$ cat config.mk
export PLATFORM = sky130hd
export DESIGN_NAME = swmf_fifo
export DESIGN_NICKNAME = d
export VERILOG_FILES = /design/src/hdl/sliding_window_median_filter_unit_defines.svh /design/src/hdl/swmf_fifo.sv
export SDC_FILE = /design/constraint.sdc
export NUM_CORES = 1
export LEC_CHECK = 0
export BUFFER_PORTS_ARGS = -buffer_cell sky130_fd_sc_hd__buf_2
export CELL_PAD_IN_SITES_DETAIL_PLACEMENT = 0
export CELL_PAD_IN_SITES_GLOBAL_PLACEMENT = 1
export CORE_UTILIZATION = 45
export CTS_BUF_LIST = sky130_fd_sc_hd__clkbuf_4
export DETAILED_ROUTE_END_ITERATION = 7
export PLACE_DENSITY = 0.84
export SLEW_MARGIN = 0
export SYNTH_ARGS = -nofsm -noshare
export SYNTH_HDL_FRONTEND = slang
export SYNTH_SLANG_ARGS = --single-unit
export TNS_END_PERCENT = 30
$ cat constraint.sdc
create_clock -name clk -period 1.9 [get_ports clk]
set_input_delay 0.285 -clock clk [delete_from_list [all_inputs] [get_ports clk]]
set_output_delay 0.285 -clock clk [all_outputs]
set_load 0.02 [all_outputs]
$ cat src/hdl/sliding_window_median_filter_unit_defines.svh
// Assertion helpers shared by the filter modules.
// Both expect clk and rst_n in the scope where they are used.
`ifndef SLIDING_WINDOW_MEDIAN_FILTER_UNIT_DEFINES_SVH
`define SLIDING_WINDOW_MEDIAN_FILTER_UNIT_DEFINES_SVH

// Same-cycle implication.
`define SWMF_ASSERT_IMPL(lbl, ante, cons, msg) \
    lbl: assert property (@(posedge clk) disable iff (!rst_n) (ante) |-> (cons)) \
        else $error(msg);

// Next-cycle implication.
`define SWMF_ASSERT_NEXT(lbl, ante, cons, msg) \
    lbl: assert property (@(posedge clk) disable iff (!rst_n) (ante) |=> (cons)) \
        else $error(msg);

`endif

$ cat src/hdl/swmf_fifo.sv
`timescale 1ns / 1ps
`default_nettype none
module swmf_fifo
#(
    parameter int WIDTH = 8,
    parameter int DEPTH = 4
)
(
    input  wire logic                       clk,
    input  wire logic                       rst_n,
    input  wire logic                       wr_en,
    input  wire logic [WIDTH-1:0]           wr_data,
    input  wire logic                       rd_en,
    output logic      [WIDTH-1:0]           rd_data,
    output logic                            full,
    output logic                            empty,
    output logic      [$clog2(DEPTH+1)-1:0] count
);

    localparam int PW = (DEPTH > 1) ? $clog2(DEPTH) : 1;
    localparam int CW = $clog2(DEPTH + 1);

    logic [WIDTH-1:0] mem_reg [DEPTH];
    logic [PW-1:0]    wr_ptr_reg, wr_ptr_next;
    logic [PW-1:0]    rd_ptr_reg, rd_ptr_next;
    logic [CW-1:0]    count_reg, count_next;
    logic             do_wr, do_rd;

    assign full    = (count_reg == CW'(DEPTH));
    assign empty   = (count_reg == '0);
    assign count   = count_reg;
    assign rd_data = mem_reg[rd_ptr_reg];
    assign do_wr   = wr_en && !full;
    assign do_rd   = rd_en && !empty;

    // Pointer and count update
    always_comb
    begin
        wr_ptr_next = wr_ptr_reg;
        rd_ptr_next = rd_ptr_reg;
        count_next  = count_reg;
        if (do_wr)
        begin
            wr_ptr_next = (wr_ptr_reg == PW'(DEPTH - 1)) ? '0 : wr_ptr_reg + PW'(1);
        end
        if (do_rd)
        begin
            rd_ptr_next = (rd_ptr_reg == PW'(DEPTH - 1)) ? '0 : rd_ptr_reg + PW'(1);
        end
        if (do_wr && !do_rd)
        begin
            count_next = count_reg + CW'(1);
        end
        else if (do_rd && !do_wr)
        begin
            count_next = count_reg - CW'(1);
        end
    end

    always_ff @(posedge clk or negedge rst_n)
    begin
        if (!rst_n)
        begin
            wr_ptr_reg <= '0;
            rd_ptr_reg <= '0;
            count_reg  <= '0;
        end
        else
        begin
            wr_ptr_reg <= wr_ptr_next;
            rd_ptr_reg <= rd_ptr_next;
            count_reg  <= count_next;
        end
    end

    // Storage, no reset
    always_ff @(posedge clk)
    begin
        if (do_wr)
        begin
            mem_reg[wr_ptr_reg] <= wr_data;
        end
    end

endmodule
`default_nettype wire

==> run_results.csv <==
group,metric,value,unit
power,switching_share,34.2,%
placement,hpwlAfterDp,1.61,mm
yosys,synth_compound_area_share,0,%
yosys,netlist_area,1620,sq um
yosys,synth_seq_area_share,70.1,%
final_layout,nets,133,
grt,overflow,0,
yosys,muxShareOfSynthArea,15.1,%
routing,routedWlPerCell,15.4,um
sta,finalCritPeriodShare,98.1,%
final_layout,insertedDiodeCount,0,
power,p_seq_share,43.6,%
sta,finalSetupViolCount,0,
routing,num_vias,793,
clock_tree,h-tree-depth,2,
sta,tns,0,ps
clock_tree,clock_latency,330,ps
power,power_density,1580,nW/um^2
setup_path,crit_slowest_cell,"mux4_2",
yosys,synth_top_cell_by_area,"edfxtp_1",
sta,tightest_slew,451,ps
yosys,synth_top_area_share,59.3,%
power,clkPwrFrac,12.9,%
power,p_leak,0.747,nW
clock_tree,clk_pin_slew,110,ps
setup_path,crit_arrival,1580,ps
sta,hold_violations,0,
placement,place_area,1820,sq um
yosys,avgSynthCellArea,20.5,sq um
worst_hold_path,hold_class,"primary input to register",
routing,ant_nets,0,
routing,wl,2.49,mm
clock_tree,cts_made_buffers,5,
yosys,ys_types,19,
power,vdd_ir_drop_max,754,uV
yosys,ys_top_cells_by_area,"edfxtp_1, mux4_2, dfrtp_1, ha_1, mux2_2",
placement,numPortBuffers,24,
floorplan,initial_core_util,47.8,%
floorplan,coreArea,3390,sq um
yosys,synthAdderAreaFrac,5.87,%
run,maxCapViolCount,0,
yosys,yosysWarnings,0,
setup_path,r2r_cells,6,
grt,grt_max_degree,12,
grt,grt_pass1_wl,3.48,mm
setup_path,required,1620,ps
setup_path,cp_cell_sequence,"buf_8, mux4_2, buf_6",
routing,drt-pass1-iter-count,4,
final_layout,largest_reg_flops,32,
worst_hold_path,whs_path_depth,1,
placement,place_congestion,0.677,
setup_path,cp_max_fo,5,
grt,track_usage,14.4,%
sta,finClkSkew,8.23,ps
clock_tree,root_buffer,"clkbuf_4",
sta,fin_crit,1860,ps
grt,antenna_found_initial,0,
power,power,0.00311,W
floorplan,num_rows,21,
floorplan,dieArea,3840,sq um
sta,clock.fmax,0.536,GHz
final_layout,final_area,1970,sq um
power,p_int,0.00204,W
setup_path,worst_setup_path_start_kind,"register",
floorplan,die_x,62.0,um
routing,drcViolationCount,0,
routing,vias_per_cell,4.93,
outcome,status,"completed",
yosys,synthXorXnorAreaFrac,1.62,%
final_layout,multiInputGateArea,484,sq um
final_layout,fill_cells,261,
routing,drt_iter0_markers,30,
floorplan,ios,25,
final_layout,seqCellArea,1140,sq um
sta,slew_viol_final,0,
yosys,synth_top_family_by_area,"multiplexers",
sta,relSlewSlack,69.9,%
grt,grt_pass1_vias,750,
final_layout,drive_gt1_share,55.7,%
final_layout,final_util,58.0,%
floorplan,die_h,62.0,um
yosys,synth_nets,98,
yosys,synth_seq_cells,39,
setup_path,slowest_delay,520,ps
clock_tree,clock_path_buffers,2,
setup_path,end_kind,"output pin",
power,pwr-share-comb,43.5,%
sta,grt_setup_unrepaired,"true",
yosys,postSynthCellCount,79,
setup_path,critical_path_class,"register to output pin",
yosys,synth-simple-area-share,5.41,%
clock_tree,clock_sinks,39,
power,switching_power,0.00106,W
final_layout,synthToLayoutAreaGrowth,21.4,%
clock_tree,cts_tree,"yes",
-- worst max-delay path, delay by kind of cell (launching register included) --
| family | cells | cell delay, ps |
|---|---|---|
| mux | 1 | 520 |
| flops | 1 | 440 |
| buf+inv | 2 | 280 |
-- what timing repair did --
| item | 4_1_cts | 5_1_grt |
|---|---|---|
| hold buffers | 1 | 0 |
| gates resized for setup | 1 | 18 |
| hold endpoints to repair | 7 | 0 |
| pin swaps | 0 | 4 |
| buffers inserted | 0 | 4 |
| setup endpoints to repair | 8 | 10 |
| cloned | 0 | 0 |
-- placed cells by master, fill, tap and decap left out, drive strengths merged, types with 2 or more instances in the layout --
cell type	count
edfxtp	32
xor2	2
buf	30
ha	6
dfrtp	7
mux2	5
nor2	3
mux4	8
and2	4
inv	3
clkinv	2
clkbuf	6
-- Yosys cell counts --
cell type / count
edfxtp_1: 32
mux4_2: 8
dfrtp_1: 7
ha_1: 6
and2_2: 4
inv_1: 3
mux2_2: 3
nor2_1: 3
mux2_4: 2
xor2_1: 2
buf_1: 1
buf_2: 1
buf_6: 1
fa_1: 1
nand2b_4: 1
nor2b_2: 1
nor3_1: 1
nor3b_4: 1
xnor2_1: 1
-- per-layer routing --
layer  vias up  global-route usage, %  wire length [um]
met1       400                   16.1              1060
met2        20                   22.9              1310
met3         2                   6.83                97
li1        371                      -                 -
met4         0                   7.62                15
met5         -                      0                 0
-- through the flow --
step                hold slack, ps  setup slack (ps)  instances
floorplan                    -10.6              -115         79
global placement               130              68.2        148
detailed placement             131              12.9        148
CTS                            142             -60.7        157
global route                   122             -38.3        161
finish                         154              35.5        161
-- power groups by stage --
stage | logic (W) | clock network (W) | registers (W)
2_1_floorplan | 0.000866 | 0 | 0.00134
3_3_place_gp | 0.00109 | 0 | 0.00140
3_5_place_dp | 0.00111 | 0 | 0.00142
4_1_cts | 0.00112 | 0.000408 | 0.00140
5_1_grt | 0.00147 | 0.000449 | 0.00138
6_report | 0.00135 | 0.000401 | 0.00136
-- final cells by class --
cell class	instances	share of cell area (%)
Clock inverter	2	0.382
Timing Repair Buffer	31	11.1
Multi-Input combinational cell	34	24.6
Clock buffer	6	2.29
Tap cell	46	2.93
Inverter	3	0.573
Sequential cell	39	58.1
-- logic make-up after synthesis --
group | count (synthesis)
xor+xnor | 3
fa+ha+maj | 7
buf+inv | 6
flops | 39
mux | 13
simple gates | 11
-- worst paths after layout --
check	startpoint	to	slack (ps)
worst max-delay path	rd_ptr_reg[0]	rd_data[3]	40
worst min-delay path	wr_data[4]	mem_reg[1][4]	150
worst max register to register	count[1]	count[1]	70
worst min register to register	count[2]	count[2]	540
max in group asynchronous	rst_n	count[2]	1410
min in group asynchronous	rst_n	count[0]	310
Note: power is estimated with default switching activity, not from simulation.
