<file path="config.mk">
export PLATFORM = sky130hd
export DESIGN_NAME = swmf_front
export DESIGN_NICKNAME = d
export VERILOG_FILES = /design/src/hdl/swmf_pkg.sv /design/src/hdl/swmf_front.sv
export VERILOG_INCLUDE_DIRS = /design/src /design/src/hdl
export SDC_FILE = /design/constraint.sdc
export NUM_CORES = 1
export LEC_CHECK = 0
export ABC_AREA = 1
export BUFFER_PORTS_ARGS = -buffer_cell sky130_fd_sc_hd__buf_2
export CAP_MARGIN = 20
export CORE_MARGIN = 1.5
export CORE_UTILIZATION = 54
export CTS_BUF_LIST = sky130_fd_sc_hd__clkbuf_4 sky130_fd_sc_hd__clkbuf_8
export DETAILED_ROUTE_END_ITERATION = 16
export GPL_ROUTABILITY_DRIVEN = 0
export PLACE_DENSITY = 0.75
export SLEW_MARGIN = 20
export SYNTH_ARGS = -nofsm -noshare
export SYNTH_HDL_FRONTEND = slang
export SYNTH_SLANG_ARGS = --single-unit
</file>
<file path="constraint.sdc">
create_clock -name clk -period 4 [get_ports clk]
set_input_delay 0.2 -clock clk [delete_from_list [all_inputs] [get_ports clk]]
set_output_delay 0.2 -clock clk [all_outputs]
set_load 0.005 [all_outputs]
</file>
<file path="src/hdl/sliding_window_median_filter_unit_defines.svh">
// Assertion helpers shared by the filter modules.
// Both expect clk and rst_n in the scope where they are used.
`ifndef SLIDING_WINDOW_MEDIAN_FILTER_UNIT_DEFINES_SVH
`define SLIDING_WINDOW_MEDIAN_FILTER_UNIT_DEFINES_SVH

// Same-cycle implication.
`define SWMF_ASSERT_IMPL(lbl, ante, cons, msg) \
    lbl: assert property (@(posedge clk) disable iff (!rst_n) (ante) |-> (cons)) \
        else $error(msg);

// Next-cycle implication.
`define SWMF_ASSERT_NEXT(lbl, ante, cons, msg) \
    lbl: assert property (@(posedge clk) disable iff (!rst_n) (ante) |=> (cons)) \
        else $error(msg);

`endif

</file>
<file path="src/hdl/swmf_pkg.sv">
`timescale 1ns / 1ps
`default_nettype none
package swmf_pkg;

    // Default sizes
    localparam int MAX_WINDOW_DEF   = 63;
    localparam int SAMPLE_WIDTH_DEF = 16;

    // Configuration register widths and reset values
    localparam int WS_W = 6;
    localparam int BL_W = 16;
    localparam logic [WS_W-1:0] WS_RESET = 6'd1;
    localparam logic [BL_W-1:0] BL_RESET = 16'd1024;

    // Register indexes
    localparam int CFG_IDX_W = 2;
    localparam logic [CFG_IDX_W-1:0] CFG_WINDOW_SIZE  = 2'd0;
    localparam logic [CFG_IDX_W-1:0] CFG_BLOCK_LENGTH = 2'd1;

    // Queue depths
    localparam int JQ_DEPTH = 4;
    localparam int RQ_DEPTH = 4;

    // Per-job control flags passed from front to back
    typedef struct packed {
        logic first;   // first sample of a block: window starts from zeros
        logic emit;    // this job yields a result
        logic last;    // this result closes the block
    } swmf_ctl_t;

endpackage
`default_nettype wire

</file>
<file path="src/hdl/swmf_front.sv">
`timescale 1ns / 1ps
`default_nettype none
`include "sliding_window_median_filter_unit_defines.svh"
module swmf_front
    import swmf_pkg::*;
#(
    parameter int MAX_WINDOW   = MAX_WINDOW_DEF,
    parameter int SAMPLE_WIDTH = SAMPLE_WIDTH_DEF,
    parameter int WW           = $clog2(MAX_WINDOW + 1),
    parameter int JW           = SAMPLE_WIDTH + WW + $bits(swmf_ctl_t)
)
(
    input  wire logic                    clk,
    input  wire logic                    rst_n,
    input  wire logic                    cfg_valid,
    input  wire logic [CFG_IDX_W-1:0]    cfg_index,
    input  wire logic [BL_W-1:0]         cfg_data,
    input  wire logic                    push,
    input  wire logic [SAMPLE_WIDTH-1:0] sample,
    output logic                         full,
    output logic                         jq_push,
    output logic      [JW-1:0]           jq_data,
    input  wire logic                    jq_full
);

    logic [WS_W-1:0] ws_reg;
    logic [BL_W-1:0] bl_reg;
    logic [BL_W-1:0] k_reg, k_next;
    logic [WW-1:0]   win_reg, win_next;
    logic            flush_reg, flush_next;
    logic [WW-1:0]   fj_reg, fj_next;
    logic [BL_W-1:0] fk_reg, fk_next;

    logic [BL_W-1:0] len;
    logic [BL_W-1:0] ws_ext;
    logic            ws_ok;
    logic [WW-1:0]   win_now, half_now, half_cur;
    logic            last_now, emit_now, accept;
    swmf_ctl_t       ctl;
    logic [SAMPLE_WIDTH-1:0] value;

    // Configuration registers, always ready
    always_ff @(posedge clk or negedge rst_n)
    begin
        if (!rst_n)
        begin
            ws_reg <= WS_RESET;
            bl_reg <= BL_RESET;
        end
        else if (cfg_valid)
        begin
            unique case (cfg_index)
                CFG_WINDOW_SIZE:  ws_reg <= cfg_data[WS_W-1:0];
                CFG_BLOCK_LENGTH: bl_reg <= cfg_data;
                default:          ;
            endcase
        end
    end

    // Classify the incoming sample
    assign len      = (bl_reg == '0) ? BL_W'(1) : bl_reg;
    assign ws_ext   = BL_W'(ws_reg);
    assign ws_ok    = (ws_reg != '0) && (ws_ext <= len) && (ws_ext <= BL_W'(MAX_WINDOW));
    assign win_now  = (k_reg != '0) ? win_reg : (ws_ok ? WW'(ws_reg) : WW'(1));
    assign half_now = win_now >> 1;
    assign half_cur = win_reg >> 1;
    assign last_now = ({1'b0, k_reg} + 17'd1) >= {1'b0, len};
    assign emit_now = k_reg >= BL_W'(half_now);
    assign full     = jq_full || flush_reg;
    assign accept   = push && !full;

    // Job build: a flush job shifts in a zero
    always_comb
    begin
        if (flush_reg)
        begin
            ctl.first = 1'b0;
            ctl.emit  = ({1'b0, fk_reg} + 17'(fj_reg)) >= 17'(half_cur);
            ctl.last  = (fj_reg == half_cur);
            value     = '0;
            jq_data   = {ctl, win_reg, value};
            jq_push   = !jq_full;
        end
        else
        begin
            ctl.first = (k_reg == '0);
            ctl.emit  = emit_now;
            ctl.last  = last_now && (half_now == '0);
            value     = sample;
            jq_data   = {ctl, win_now, value};
            jq_push   = accept;
        end
    end

    // Block position and tail flush sequencing
    always_comb
    begin
        k_next     = k_reg;
        win_next   = win_reg;
        flush_next = flush_reg;
        fj_next    = fj_reg;
        fk_next    = fk_reg;
        if (accept)
        begin
            win_next = win_now;
            k_next   = last_now ? '0 : k_reg + BL_W'(1);
            if (last_now && (half_now != '0))
            begin
                flush_next = 1'b1;
                fj_next    = WW'(1);
                fk_next    = k_reg;
            end
        end
        else if (flush_reg && !jq_full)
        begin
            if (fj_reg == half_cur)
            begin
                flush_next = 1'b0;
            end
            else
            begin
                fj_next = fj_reg + WW'(1);
            end
        end
    end

    always_ff @(posedge clk or negedge rst_n)
    begin
        if (!rst_n)
        begin
            k_reg     <= '0;
            win_reg   <= WW'(1);
            flush_reg <= 1'b0;
            fj_reg    <= '0;
            fk_reg    <= '0;
        end
        else
        begin
            k_reg     <= k_next;
            win_reg   <= win_next;
            flush_reg <= flush_next;
            fj_reg    <= fj_next;
            fk_reg    <= fk_next;
        end
    end

    `SWMF_ASSERT_IMPL(a_flush_blocks_input, flush_reg, full, "input open during flush")
    `SWMF_ASSERT_NEXT(a_flush_starts, accept && last_now && (half_now != '0), flush_reg,
                      "tail flush did not start")
    `SWMF_ASSERT_IMPL(a_jq_no_overflow, jq_push, !jq_full, "job queue overflow")

endmodule
`default_nettype wire

</file>
==> flow_summary.ini <==
[run_status]
outcome = complete, no violations

[drt]
first_iter_violations = 379
drt-wirelength-per-cell_um = 14.2
firstDrtPassIters = 6
detail_route.vias_per_cell = 5.47
ant_nets = 0
drt-total-wl_mm = 11.4
vias = 4381
drcViolationCount = 0

[finish]
diodes = 0
fin_nets = 773
design_area_sq_um = 5410
drive_gt1_share_pct = 19.7
seq_area_sq_um = 1680
area_growth_pct = 15.2
fin_cells = 801
fill_cells = 733
multi_input_area_sq_um = 2580

[synthesis]
ys.flop_type = dfrtp_1
ys_ff_latch = 67
synth_nets = 700
yosysTopAreaCellShare_pct = 34.1
syn_area_per_cell_sq_um = 7.59
async_flop_share_pct = 100
synth_area_leader_cell = dfrtp_1
ys_seq_area_share_pct = 35.8
syn-cell-area_sq_um = 4700
synth_edf_count = 0
synthCells = 619
yosysWarnings = 0
yosysUniqueCellTypes = 46
synth_common_cells = inv_1, nand2_1, nor2_1
synthTopCellsByArea = dfrtp_1, ha_1, inv_1, nand2_1, nor2_1

[grt]
grt_max_degree = 41
grt_pass1_vias = 4190
grtUsageTotal_pct = 26.7
antenna_found_initial = 0
grt_overflow = 0
grt_pass1_wl_mm = 19.1

[worst_hold_path]
min_from = cfg_data[10]
min_path_cells = 3
holdCritPathClass = in -> reg

[sta]
fin_crit_sh_pct = 95.7
max_slew_margin_pct = 51.6
clock.fmax_ghz = 0.261
slew_violations = 0
fin_setup_tns_ps = 0
worst_slew_pin_slew_ps = 725
rsz0062_at_grt = yes
fin_skew_ps = 11.9
hold_violations = 0
setup_violations = 0
min_period_ps = 3830

[floorplanning]
start_util_pct = 56.3
coreArea_sq_um = 8340
io_pins = 66
num_rows = 33
fp.dieW_um = 96.3
die_y_um = 96.3
dieArea_sq_um = 9270

[pwr]
leakage_nw = 2.87
ir_worst_vdd_mv = 0.256
powerDensity_nw_per_um2 = 659
finalPower_mw = 3.57

[placement]
dp_hpwl_mm = 8.38
portBuffers = 65
dp_cells = 779
placed_cell_area_sq_um = 5100

[setup_path]
crit_buf_inv = 4
critPathSlowestCell = dfrtp_1
cp-start-kind = register
path_delay_family = simple AND/OR/NAND/NOR gates
r2r_cells = 20
slowest_delay_ps = 380
crit_arrival_ps = 3630
required_ps = 3800
end_kind = primary output
crit_path_frequent_cell = nand2_1
cp_max_fo = 6
crit_path_cell_trace = inv_1 > nand3_1 > nor3_1 > a41o_1 > ha_1 > nand2_1 > nor2_1 > nand2_1 > nand2_1 > nor2_2 > nand3_4 > nand3_1 > nand2_1 > inv_1 > ha_1 > a21boi_0 > o21a_1 > o21ai_1 > nand2_1 > nand2_1 > nand4_1 > nand2_1 > inv_1 > buf_2
cp_num_cells = 24
rr_startpoint = k_reg[3]
critPathKind = reg -> out
timing.critical_path.from = bl_reg[15]

[clocking]
cts_tree = yes
cts.sinks = 67
root_buffer = clkbuf_8
htreeDepth = 3
insertion_delay_ps = 350
path_clk_slew_ps = 80
cts.path.max_buffers = 2
cts_inserted_buffers = 9

[run]
max_cap_viol_count = 0
==> area by class of cell <==
class / instances / area share (%)
flip-flops and latches: 67 / 31.0
repair buffers: 76 / 7.65
multi-input cells: 426 / 47.7
clock buffers: 10 / 2.43
well taps: 105 / 2.43
clock inverters: 5 / 1.02
inverters: 112 / 7.77
==> per-layer routing <==
| layer | routed length [um] | share of wire, % | global-route usage, % |
|---|---|---|---|
| met5 | 0 | 0 | 0.595 |
| met4 | 331 | 2.9 | 11.3 |
| met3 | 670 | 5.9 | 4.74 |
| met2 | 5330 | 47 | 44.6 |
| met1 | 5040 | 44 | 33.8 |
==> cell families after synthesis <==
group	synth area share, %
and+or+nand+nor	25.0
buffers and inverters	10.7
DFF	35.8
AOI/OAI and AO/OA	14.1
xor gates and xnor gates	3.17
adders and majority gates	11.3
==> report_power, final <==
| part | leakage [nW] | switching, mW | internal [mW] |
|---|---|---|---|
| logic | 1.93 | 1.17 | 0.738 |
| clock network | 0.0916 | 0.262 | 0.289 |
| registers | 0.850 | 0.208 | 0.898 |
| total | 2.87 | 1.64 | 1.93 |
==> what timing repair did <==
action	4_1_cts	5_1_grt
hold buffers	1	0
pin swaps	0	3
setup endpoints to repair	1	2
setup buffers	0	5
endpoints found under the hold margin	26	0
gates resized for setup	2	12
==> cells in the final DEF, fill, tap and decap left out, types with 21 or more instances in the layout <==
cell type / netlist / final
buf_2: 0 / 65
ha_1: 41 / 40
o21ai_0: 34 / 33
dfrtp_1: 64 / 64
nor2_1: 65 / 64
inv_1: 106 / 104
nand4_1: 21 / 21
a21oi_1: 29 / 29
nand2_1: 106 / 105
nand3_1: 25 / 22
==> worst min-delay path, stage by stage <==
cell	delay, ps
buf_2	90
nor2_1	90
a21oi_1	40
==> stage by stage <==
step                      utilization [%]  setup WS [ps]  hold WS (ps)
after floorplan                         -            809         -95.6
after global placement               61.2            465           246
after detailed placement             61.2            345           259
after CTS                            63.7           73.5          59.0
after global routing                 64.9          -88.2          83.5
final                                64.9            172          68.8
==> worst paths after layout <==
kind / to / slack, ps
min: bl_reg[10] / 70
max in group asynchronous: fk_reg[10] / 2610
min in group asynchronous: bl_reg[3] / 400
max reg2reg: fk_reg[9] / 410
max: jq_data[23] / 170
min reg2reg: fk_reg[14] / 490
Power figures use the tool's default switching activity.
